==> config.mk <==
export PLATFORM = sky130hd
export DESIGN_NAME = nntp_command_keyword_parser
export DESIGN_NICKNAME = d
export VERILOG_FILES = /design/src/rtl/nkp_pkg.sv /design/src/rtl/nntp_command_keyword_parser.sv /design/src/rtl/nkp_parser.sv
export VERILOG_INCLUDE_DIRS = /design/src /design/src/rtl
export SDC_FILE = /design/constraint.sdc
export NUM_CORES = 1
export LEC_CHECK = 0
export ABC_AREA = 1
export ABC_CLOCK_PERIOD_IN_PS = 3700
export BUFFER_PORTS_ARGS = -buffer_cell sky130_fd_sc_hd__buf_4
export CELL_PAD_IN_SITES_DETAIL_PLACEMENT = 1
export CELL_PAD_IN_SITES_GLOBAL_PLACEMENT = 1
export CORE_MARGIN = 8
export CORE_UTILIZATION = 42
export DETAILED_ROUTE_END_ITERATION = 7
export GPL_TIMING_DRIVEN = 0
export PLACE_DENSITY = 0.78
export SLEW_MARGIN = 15
export SYNTH_ARGS = -nofsm -noshare
export SYNTH_HDL_FRONTEND = slang
export SYNTH_SLANG_ARGS = --single-unit
==> constraint.sdc <==
create_clock -name clk_i -period 3.7 [get_ports clk_i]
set_input_delay 0.185 -clock clk_i [delete_from_list [all_inputs] [get_ports clk_i]]
set_output_delay 0.185 -clock clk_i [all_outputs]
set_load 0.02 [all_outputs]
==> src/rtl/assert_macros.svh <==
// Assertion macros used by the top-level RTL file of the keyword parser.
`ifndef ASSERT_MACROS_SVH
`define ASSERT_MACROS_SVH

// Checked at every clock edge outside reset.
`define NKP_ASSERT(lbl, prop, msg) \
  lbl: assert property (@(posedge clk_i) disable iff (!rst_ni) prop) else $error(msg);

// Checked at every clock edge, reset included.
`define NKP_ASSERT_ALWAYS(lbl, prop, msg) \
  lbl: assert property (@(posedge clk_i) prop) else $error(msg);

`endif

==> src/rtl/nkp_pkg.sv <==
// Types, keyword tables and helper functions for the command keyword parser.
package nkp_pkg;

  localparam int BYTE_W   = 8;
  localparam int CODE_W   = 5;
  localparam int OFF_W    = 10;
  localparam int TLEN_W   = 4;
  localparam int NUM_KEYS = 20;
  localparam int NUM_VARS = 7;
  localparam int TEXT_W   = 16 * BYTE_W;

  localparam logic [CODE_W-1:0] CODE_UNKNOWN  = 5'd0;
  localparam logic [CODE_W-1:0] CODE_LIST     = 5'd11;
  localparam logic [CODE_W-1:0] CODE_MODE     = 5'd13;
  localparam logic [CODE_W-1:0] CODE_VAR_BASE = 5'd20;
  localparam logic [CODE_W-1:0] CODE_MAX      = 5'd26;

  localparam logic [TLEN_W-1:0] TLEN_MAX = 4'd15;

  // Strings are right-justified: character j of an L-character word sits at
  // byte L-1-j.
  localparam logic [TEXT_W-1:0] KEY_TEXT [NUM_KEYS] = '{
    "ARTICLE", "BODY", "CAPABILITIES", "DATE", "GROUP", "HDR", "HEAD",
    "HELP", "IHAVE", "LAST", "LIST", "LISTGROUP", "MODE", "NEWGROUPS",
    "NEWNEWS", "NEXT", "OVER", "POST", "QUIT", "STAT"
  };
  localparam logic [TLEN_W-1:0] KEY_LEN [NUM_KEYS] = '{
    4'd7, 4'd4, 4'd12, 4'd4, 4'd5, 4'd3, 4'd4, 4'd4, 4'd5, 4'd4,
    4'd4, 4'd9, 4'd4, 4'd9, 4'd7, 4'd4, 4'd4, 4'd4, 4'd4, 4'd4
  };

  // Entry 0 is READER (after MODE); the others are the LIST variants.
  localparam logic [TEXT_W-1:0] VAR_TEXT [NUM_VARS] = '{
    "READER", "ACTIVE", "ACTIVE.TIMES", "DISTRIB.PATS", "HEADERS",
    "NEWSGROUPS", "OVERVIEW.FMT"
  };
  localparam logic [TLEN_W-1:0] VAR_LEN [NUM_VARS] = '{
    4'd6, 4'd6, 4'd12, 4'd12, 4'd7, 4'd10, 4'd12
  };

  typedef enum logic [1:0] {
    PH_FIRST  = 2'd0,
    PH_GAP    = 2'd1,
    PH_SECOND = 2'd2,
    PH_TAIL   = 2'd3
  } phase_e;

  typedef struct packed {
    logic [BYTE_W-1:0] line_byte;
    logic              line_end;
  } nkp_step_t;

  typedef struct packed {
    logic [OFF_W-1:0]  argument_offset;
    logic [CODE_W-1:0] command_code;
  } nkp_result_t;

  function automatic logic is_ws(input logic [BYTE_W-1:0] c);
    return (c == 8'h20) || (c >= 8'h09 && c <= 8'h0D);
  endfunction

  function automatic logic [BYTE_W-1:0] fold(input logic [BYTE_W-1:0] c);
    return (c >= 8'h61 && c <= 8'h7A) ? c - 8'h20 : c;
  endfunction

  // Character at position p of a right-justified word of length len.
  function automatic logic [BYTE_W-1:0] word_char(input logic [TEXT_W-1:0] text,
                                                  input logic [TLEN_W-1:0] len,
                                                  input logic [TLEN_W-1:0] p);
    logic [TLEN_W-1:0] sh;
    sh = len - 4'd1 - p;
    return text[BYTE_W*sh +: BYTE_W];
  endfunction

  function automatic logic [NUM_KEYS-1:0] key_filter(input logic [NUM_KEYS-1:0] m,
                                                     input logic [TLEN_W-1:0] tl,
                                                     input logic [BYTE_W-1:0] u);
    logic [NUM_KEYS-1:0] r;
    r = m;
    for (int i = 0; i < NUM_KEYS; i++) begin
      if (tl >= KEY_LEN[i] || word_char(KEY_TEXT[i], KEY_LEN[i], tl) != u) begin
        r[i] = 1'b0;
      end
    end
    return r;
  endfunction

  function automatic logic [NUM_VARS-1:0] var_filter(input logic [NUM_VARS-1:0] m,
                                                     input logic [TLEN_W-1:0] tl,
                                                     input logic [BYTE_W-1:0] u);
    logic [NUM_VARS-1:0] r;
    r = m;
    for (int i = 0; i < NUM_VARS; i++) begin
      if (tl >= VAR_LEN[i] || word_char(VAR_TEXT[i], VAR_LEN[i], tl) != u) begin
        r[i] = 1'b0;
      end
    end
    return r;
  endfunction

  function automatic logic [CODE_W-1:0] resolve_first(input logic [NUM_KEYS-1:0] m,
                                                      input logic [TLEN_W-1:0] tl);
    logic [CODE_W-1:0] code;
    code = CODE_UNKNOWN;
    for (int i = NUM_KEYS - 1; i >= 0; i--) begin
      if (m[i] && KEY_LEN[i] == tl) begin
        code = CODE_W'(i + 1);
      end
    end
    return code;
  endfunction

  function automatic logic [CODE_W-1:0] resolve_second(input logic [NUM_VARS-1:0] m,
                                                       input logic [TLEN_W-1:0] tl,
                                                       input logic [CODE_W-1:0] pend);
    logic [CODE_W-1:0] code;
    code = CODE_UNKNOWN;
    if (pend == CODE_MODE) begin
      code = (m[0] && VAR_LEN[0] == tl) ? CODE_MODE : CODE_UNKNOWN;
    end else begin
      for (int i = NUM_VARS - 1; i >= 1; i--) begin
        if (m[i] && VAR_LEN[i] == tl) begin
          code = CODE_VAR_BASE + CODE_W'(i);
        end
      end
    end
    return code;
  endfunction

endpackage

==> src/rtl/nntp_command_keyword_parser.sv <==
// Top level of the command keyword parser: input register, parser, result register.
//
// Usage
//   s_axis: one byte of a command line per transfer; tlast marks the line's
//   last byte. m_axis: one result transfer per line, carrying the command
//   code (0 unknown, 1..20 keywords, 21..26 LIST variants) and the offset of
//   the first argument byte, or the examined line length if none.
// Result: the parse step runs while the line's last byte sits in the input
//   register, and its result is registered in the result register, from
//   which it is offered on m_axis.
// Throughput: one byte per cycle unless a last byte waits on a pending result;
//   every table word's current character is compared in parallel in the single parse step.
// Bytes from position MAX_LINE_BYTES on are accepted but not examined.
// Reset: clears both registers' valid flags and returns the parse state to
//   the start of a line.
// Stall: while the receiver holds m_axis_tready low, non-final bytes keep
//   flowing; only a line's last byte waits in the input register until the
//   pending result has been taken, and s_axis_tready then drops.
`include "assert_macros.svh"

module nntp_command_keyword_parser #(
  parameter int MAX_LINE_BYTES = 512
) (
  input  logic        clk_i,
  input  logic        rst_ni,
  input  logic        s_axis_tvalid,
  output logic        s_axis_tready,
  input  logic [7:0]  s_axis_tdata,   // [7:0] line_byte
  input  logic        s_axis_tlast,   // line_end
  output logic        m_axis_tvalid,
  input  logic        m_axis_tready,
  output logic [15:0] m_axis_tdata    // [4:0] command_code, [14:5] argument_offset, [15] zero
);
  import nkp_pkg::*;

  // Input register
  logic              in_valid_q, in_valid_d;
  logic [BYTE_W-1:0] in_byte_q;
  logic              in_last_q;
  // Result register
  logic              out_valid_q, out_valid_d;
  nkp_result_t       out_res_q;

  logic              s_xfer;
  logic              out_free;
  logic              step_fire;
  nkp_step_t         step;
  logic              res_valid;
  nkp_result_t       res;

  assign s_xfer    = s_axis_tvalid & s_axis_tready;
  assign out_free  = !out_valid_q || m_axis_tready;
  // A non-final byte never produces a result, so it never waits on the output.
  assign step_fire = in_valid_q && (!in_last_q || out_free);
  assign s_axis_tready = !in_valid_q || step_fire;

  assign step.line_byte = in_byte_q;
  assign step.line_end  = in_last_q;

  always_comb begin
    in_valid_d = in_valid_q;
    if (s_xfer) begin
      in_valid_d = 1'b1;
    end else if (step_fire) begin
      in_valid_d = 1'b0;
    end
  end

  always_comb begin
    out_valid_d = out_valid_q;
    if (res_valid) begin
      out_valid_d = 1'b1;
    end else if (m_axis_tready) begin
      out_valid_d = 1'b0;
    end
  end

  always_ff @(posedge clk_i or negedge rst_ni) begin
    if (!rst_ni) begin
      in_valid_q  <= 1'b0;
      out_valid_q <= 1'b0;
    end else begin
      in_valid_q  <= in_valid_d;
      out_valid_q <= out_valid_d;
    end
  end

  // Payload registers, no reset needed
  always_ff @(posedge clk_i) begin
    if (s_xfer) begin
      in_byte_q <= s_axis_tdata;
      in_last_q <= s_axis_tlast;
    end
    if (res_valid) begin
      out_res_q <= res;
    end
  end

  nkp_parser #(
    .MAX_LINE_BYTES(MAX_LINE_BYTES)
  ) u_parser (
    .clk_i        (clk_i),
    .rst_ni       (rst_ni),
    .step_valid_i (step_fire),
    .step_i       (step),
    .res_valid_o  (res_valid),
    .res_o        (res)
  );

  assign m_axis_tvalid = out_valid_q;
  assign m_axis_tdata  = {1'b0, out_res_q.argument_offset, out_res_q.command_code};

  // Assertions
  `NKP_ASSERT_ALWAYS(a_reset_idle, !rst_ni |-> !m_axis_tvalid, "result valid during reset")
  `NKP_ASSERT(a_code_range, m_axis_tvalid |-> (m_axis_tdata[4:0] <= CODE_MAX), "code out of range")
  `NKP_ASSERT(a_result_from_last, $rose(out_valid_q) |-> $past(step_fire && in_last_q), "result without last byte")
  `NKP_ASSERT(a_stall_cause, (in_valid_q && !step_fire) |-> (in_last_q && out_valid_q), "input stalled without a pending result")

endmodule

==> src/rtl/nkp_parser.sv <==
// Per-line parse state and the combinational byte step of the keyword parser.
module nkp_parser #(
  parameter int MAX_LINE_BYTES = 512
) (
  input  logic                clk_i,
  input  logic                rst_ni,
  input  logic                step_valid_i,
  input  nkp_pkg::nkp_step_t  step_i,
  output logic                res_valid_o,
  output nkp_pkg::nkp_result_t res_o
);
  import nkp_pkg::*;

  localparam int POS_W = $clog2(MAX_LINE_BYTES + 1);

  phase_e              phase_q, phase_d;
  logic [NUM_KEYS-1:0] kcand_q, kcand_d;
  logic [NUM_VARS-1:0] vcand_q, vcand_d;
  logic [TLEN_W-1:0]   tlen_q, tlen_d;
  logic [POS_W-1:0]    pos_q, pos_d;
  logic [CODE_W-1:0]   pend_q, pend_d;
  logic [POS_W-1:0]    offs_q, offs_d;
  logic                args_q, args_d;

  logic                ws;
  logic [BYTE_W-1:0]   u;
  logic                examine;
  logic [POS_W-1:0]    pos_inc;
  logic [TLEN_W-1:0]   tlen_inc;
  logic [CODE_W-1:0]   first_now;
  logic [CODE_W-1:0]   res_code;
  logic [POS_W-1:0]    res_off;

  assign ws        = is_ws(step_i.line_byte);
  assign u         = fold(step_i.line_byte);
  assign examine   = pos_q < POS_W'(MAX_LINE_BYTES);
  assign pos_inc   = pos_q + POS_W'(1);
  assign tlen_inc  = (tlen_q < TLEN_MAX) ? tlen_q + 4'd1 : tlen_q;
  assign first_now = resolve_first(kcand_q, tlen_q);

  always_ff @(posedge clk_i or negedge rst_ni) begin
    if (!rst_ni) begin
      phase_q <= PH_FIRST;
      kcand_q <= '1;
      vcand_q <= '1;
      tlen_q  <= '0;
      pos_q   <= '0;
      pend_q  <= CODE_UNKNOWN;
      offs_q  <= '0;
      args_q  <= 1'b0;
    end else begin
      phase_q <= phase_d;
      kcand_q <= kcand_d;
      vcand_q <= vcand_d;
      tlen_q  <= tlen_d;
      pos_q   <= pos_d;
      pend_q  <= pend_d;
      offs_q  <= offs_d;
      args_q  <= args_d;
    end
  end

  always_comb begin
    phase_d  = phase_q;
    kcand_d  = kcand_q;
    vcand_d  = vcand_q;
    tlen_d   = tlen_q;
    pos_d    = pos_q;
    pend_d   = pend_q;
    offs_d   = offs_q;
    args_d   = args_q;
    res_code = CODE_UNKNOWN;
    res_off  = '0;

    if (step_valid_i) begin
      // Bytes past the line limit are not examined.
      if (examine) begin
        pos_d = pos_inc;
        unique case (phase_q)
          PH_FIRST: begin
            if (ws) begin
              pend_d = first_now;
              if (first_now == CODE_LIST || first_now == CODE_MODE) begin
                phase_d = PH_GAP;
              end else begin
                phase_d = PH_TAIL;
                offs_d  = pos_inc;
              end
            end else begin
              kcand_d = key_filter(kcand_q, tlen_q, u);
              tlen_d  = tlen_inc;
            end
          end
          PH_GAP: begin
            if (!ws) begin
              vcand_d = var_filter('1, '0, u);
              tlen_d  = 4'd1;
              phase_d = PH_SECOND;
            end
          end
          PH_SECOND: begin
            if (ws) begin
              pend_d  = resolve_second(vcand_q, tlen_q, pend_q);
              phase_d = PH_TAIL;
              offs_d  = pos_inc;
            end else begin
              vcand_d = var_filter(vcand_q, tlen_q, u);
              tlen_d  = tlen_inc;
            end
          end
          PH_TAIL: begin
            if (!args_q) begin
              if (ws) begin
                offs_d = pos_inc;
              end else begin
                args_d = 1'b1;
              end
            end
          end
          default: begin
            phase_d = PH_FIRST;
          end
        endcase
      end

      // Line result, taken from the state after this byte.
      unique case (phase_d)
        PH_FIRST: begin
          res_code = resolve_first(kcand_d, tlen_d);
          if (res_code == CODE_MODE) begin
            res_code = CODE_UNKNOWN;
          end
          res_off = pos_d;
        end
        PH_GAP: begin
          res_code = (pend_d == CODE_LIST) ? CODE_LIST : CODE_UNKNOWN;
          res_off  = pos_d;
        end
        PH_SECOND: begin
          res_code = resolve_second(vcand_d, tlen_d, pend_d);
          res_off  = pos_d;
        end
        PH_TAIL: begin
          res_code = pend_d;
          res_off  = args_d ? offs_d : pos_d;
        end
        default: begin
          res_code = CODE_UNKNOWN;
        end
      endcase

      if (step_i.line_end) begin
        phase_d = PH_FIRST;
        kcand_d = '1;
        vcand_d = '1;
        tlen_d  = '0;
        pos_d   = '0;
        pend_d  = CODE_UNKNOWN;
        offs_d  = '0;
        args_d  = 1'b0;
      end
    end
  end

  assign res_valid_o           = step_valid_i & step_i.line_end;
  assign res_o.command_code    = res_code;
  assign res_o.argument_offset = OFF_W'(res_off);

endmodule
==> results by group <==
Logic synthesis
  – Top_reg_cell synth: dfrtp_1
  – Synthesized Nets: 1461
  – #FFs+latches synth: 85
  – Synth Instances: 1411
  – Mapped cell area: 9120 sq um
  – Synth cell count leaders: 371 x nand2_1, 130 x inv_1, 125 x nor2_1
  – Top post-synthesis cells by area: nand2_1 15%, dfrtp_1 9.3%, edfxtp_1 7.9%
  – Count leader, synth: nand2_1
  – Post-synth EDFFs: 24
  – Yosys cell types: 64
  – Top-area cell type share of the netlist area: 15.3%
  – Post-synthesis sequential area ratio: 25.0%
  – Yosys top cell by area: nand2_1
  – Ys Warns: 0
  – Ys async rst share: 71.8%
  – Avg Inst Size Synth: 6.47 sq um

Final layout
  – Reg area: 2290 sq um
  – Filler cells: 2851
  – # diodes: 0
  – Layout cells sized above 1: 23.4%
  – Final Util: 52.0%
  – Cell Count, Final, Fillers Out: 1794
  – Area occupied by multi-input gates: 6590 sq um
  – Fin nets: 1559
  – Synth-to-Final Area Change: 23.0%
  – Final Cell Area: 11200 sq um

CTS
  – CTS Sinks: 85
  – TritonCTS Buffers: 9
  – Clk_lat worst skew: 0.35 ns
  – CTS Buffer Depth: 2
  – CTS root buf: clkbuf_16
  – CTS H-tree lvls: 3
  – Clock transition at path regs: 0.07 ns
  – CTS tree: yes

Status
  – Violated checks: setup timing
  – Status: finished with violations

Global routing
  – Antenna violations before repair: 0
  – Remaining Overflow, GRT: 0
  – Largest net degree at the start of global routing: 62
  – Global-route wire length before repair: 62900 um
  – Vias in the first global route: 10981
  – Total GRT Usage: 30.6%

Placement
  – DP Wirelength: 29800 um
  – Placement Setup Slack: -1.51 ns
  – Port-buffer cells: 29
  – Gpl congestion: 0.999
  – Placed cell count: 1720
  – Placed cell areas: 9690 sq um

Setup path
  – Setup crit start kind: flip-flop
  – CP endpoint kind: flip-flop
  – Setup CP Type: reg -> reg
  – Arrival time worst endpoint: 3.83 ns
  – Crit path required time: 3.79 ns
  – Worst-path fanout max: 10

Timing
  – Number of setup violations in the final report: 2
  – Final period utilization: 101%
  – Slew Limit Headroom: 37.9%
  – Final min period: 3.75 ns
  – Hold_ws: 0.00850 ns
  – Clk_skew: 0.0120 ns
  – Unrepaired setup endpoints after global routing: yes
  – Setup ws final: -0.0461 ns
  – Fmax achieved: 267 MHz
  – Final hold violation count: 0
  – Slew Limit Fails: 0
  – Worst-margin pin slew: 0.925 ns

Power
  – Maximum VDD drop: 350 uV
  – Leak Pwr: 5.09 nW
  – Power per cell area: 636 nW/um^2

Die
  – IO Count: 31
  – Cell Rows: 54
  – Initial Util: 42.3%
  – Die height: 163 um
  – DIE WIDTH: 163 um
  – Core Region: 21600 sq um
  – Die ar.: 26700 sq um

Routing
  – Detail-routed via count per cell: 6.08
  – DRC: 0
  – TritonRoute pass-1 iters: 5
  – DRT Wirelength: 41300 um
  – Routed wire length per instance: 23.0 um
  – Detail Route Antenna Nets: 0
  – DRT iter0 DRCs: 824
  – Vias after detailed routing: 10899

Hold path
  – Worst Hold Class: in -> reg

Flow run
  – Max-Cap Viols: 0
per-layer routing:
layer,wire length (um),GRT usage (%)
met3,3590,7.46
met4,1660,13.8
met1,17000,38.4
met2,19100,48.9
met5,0,0
path summary, 6_finish.rpt:
path | to | from | slack, ns | depth (start not counted)
setup / recovery | m_axis_tdata[2] | in_byte_q[1] | -0.05 | 15
hold / removal | in_byte_q[0] | s_axis_tdata[0] | 0.009 | 1
setup reg to reg | m_axis_tdata[2] | in_byte_q[1] | -0.05 | 15
hold reg to reg | u_parser.kcand_q[8] | u_parser.kcand_q[8] | 0.51 | 2
max in group asynchronous | u_parser.tlen_q[1] | rst_ni | 2.52 | 2
min in group asynchronous | u_parser.offs_q[2] | rst_ni | 0.49 | 2
per-stage QoR:
step / total power, mW / TNS [ns]
global route: 7.58 / -0.705
finish: 7.14 / -0.0613
CTS: 6.65 / -0.0250
detailed placement: 5.21 / -40.61
global placement: 5.11 / -38.32
floorplan: 4.10 / 0
cell usage in the layout, fill, tap and decap left out, types with 23 or more instances in the layout:
master    instances
nand2_1         341
inv_1           117
o21ai_0         101
nor2_1           99
nand3_1          93
buf_4            83
a21oi_1          65
xor2_1           52
nand2_2          40
o22ai_1          39
dfrtp_1          30
nand4_1          27
dfstp_2          27
o211ai_1         24
ha_1             24
edfxtp_1         24
clkbuf_1         23
nor2_2           23
what timing repair did:
action                                  CTS  global route
endpoints found under the hold margin    35             5
resized for setup                       104           111
endpoints found under the setup margin   56            18
setup buffers                            35            19
hold buffers                              2             5
pin swaps                                18            46
area by class of cell:
class | count | share of cell area (%)
Clock inverter | 6 | 0.413
Sequential cell | 85 | 20.4
Tap cell | 280 | 3.12
Inverter | 154 | 5.71
Clock buffer | 10 | 2.13
Buffer | 55 | 3.05
Timing Repair Buffer | 90 | 6.41
Multi-Input combinational cell | 1114 | 58.8
power breakdown:
part	internal [mW]	leakage (nW)	total [mW]	switching, mW
logic	1.66	3.98	4.79	3.13
registers	1.26	0.971	1.46	0.198
clock network	0.479	0.135	0.890	0.411
cell families (layout without fill, tap and decap cells):
group                      after synthesis  count (layout)  synth area share [%]
DFF                                     85              85                  25.0
AOI/OAI and AO/OA                      305             305                  19.4
other                                    1               1                0.0411
adders and majority gates               37              37                  5.07
xor gates and xnor gates                62              62                  6.03
and+or+nand+nor                        709             709                  34.8
buffers and inverters                  212             315                  9.66
critical path, cell delays in order (launching register included):
cell      delay (ns)
edfxtp_1        0.55
clkbuf_1        0.57
clkbuf_1        0.66
nand4_1         0.19
nand3_1         0.18
nor3_2          0.07
a21oi_1         0.21
o21ai_0         0.11
nand2_1         0.08
nand2_1         0.09
nand2_1         0.17
nand2_1         0.08
nor2_1          0.09
nand2_1         0.05
a31oi_1         0.29
a21oi_2         0.09
registers in the layout, indices dropped and copies added, names as in the netlist:
register / flops
u_parser.pos_q: 10
u_parser.kcand_q: 20
in_valid_q: 1
in_byte_q: 8
u_parser.vcand_q: 7
u_parser.args_q: 1
in_last_q: 1
u_parser.pend_q: 5
m_axis_tdata: 15
m_axis_tvalid: 1
u_parser.offs_q: 10
u_parser.tlen_q: 4
u_parser.phase_q: 2
Power figures use the tool's default switching activity.
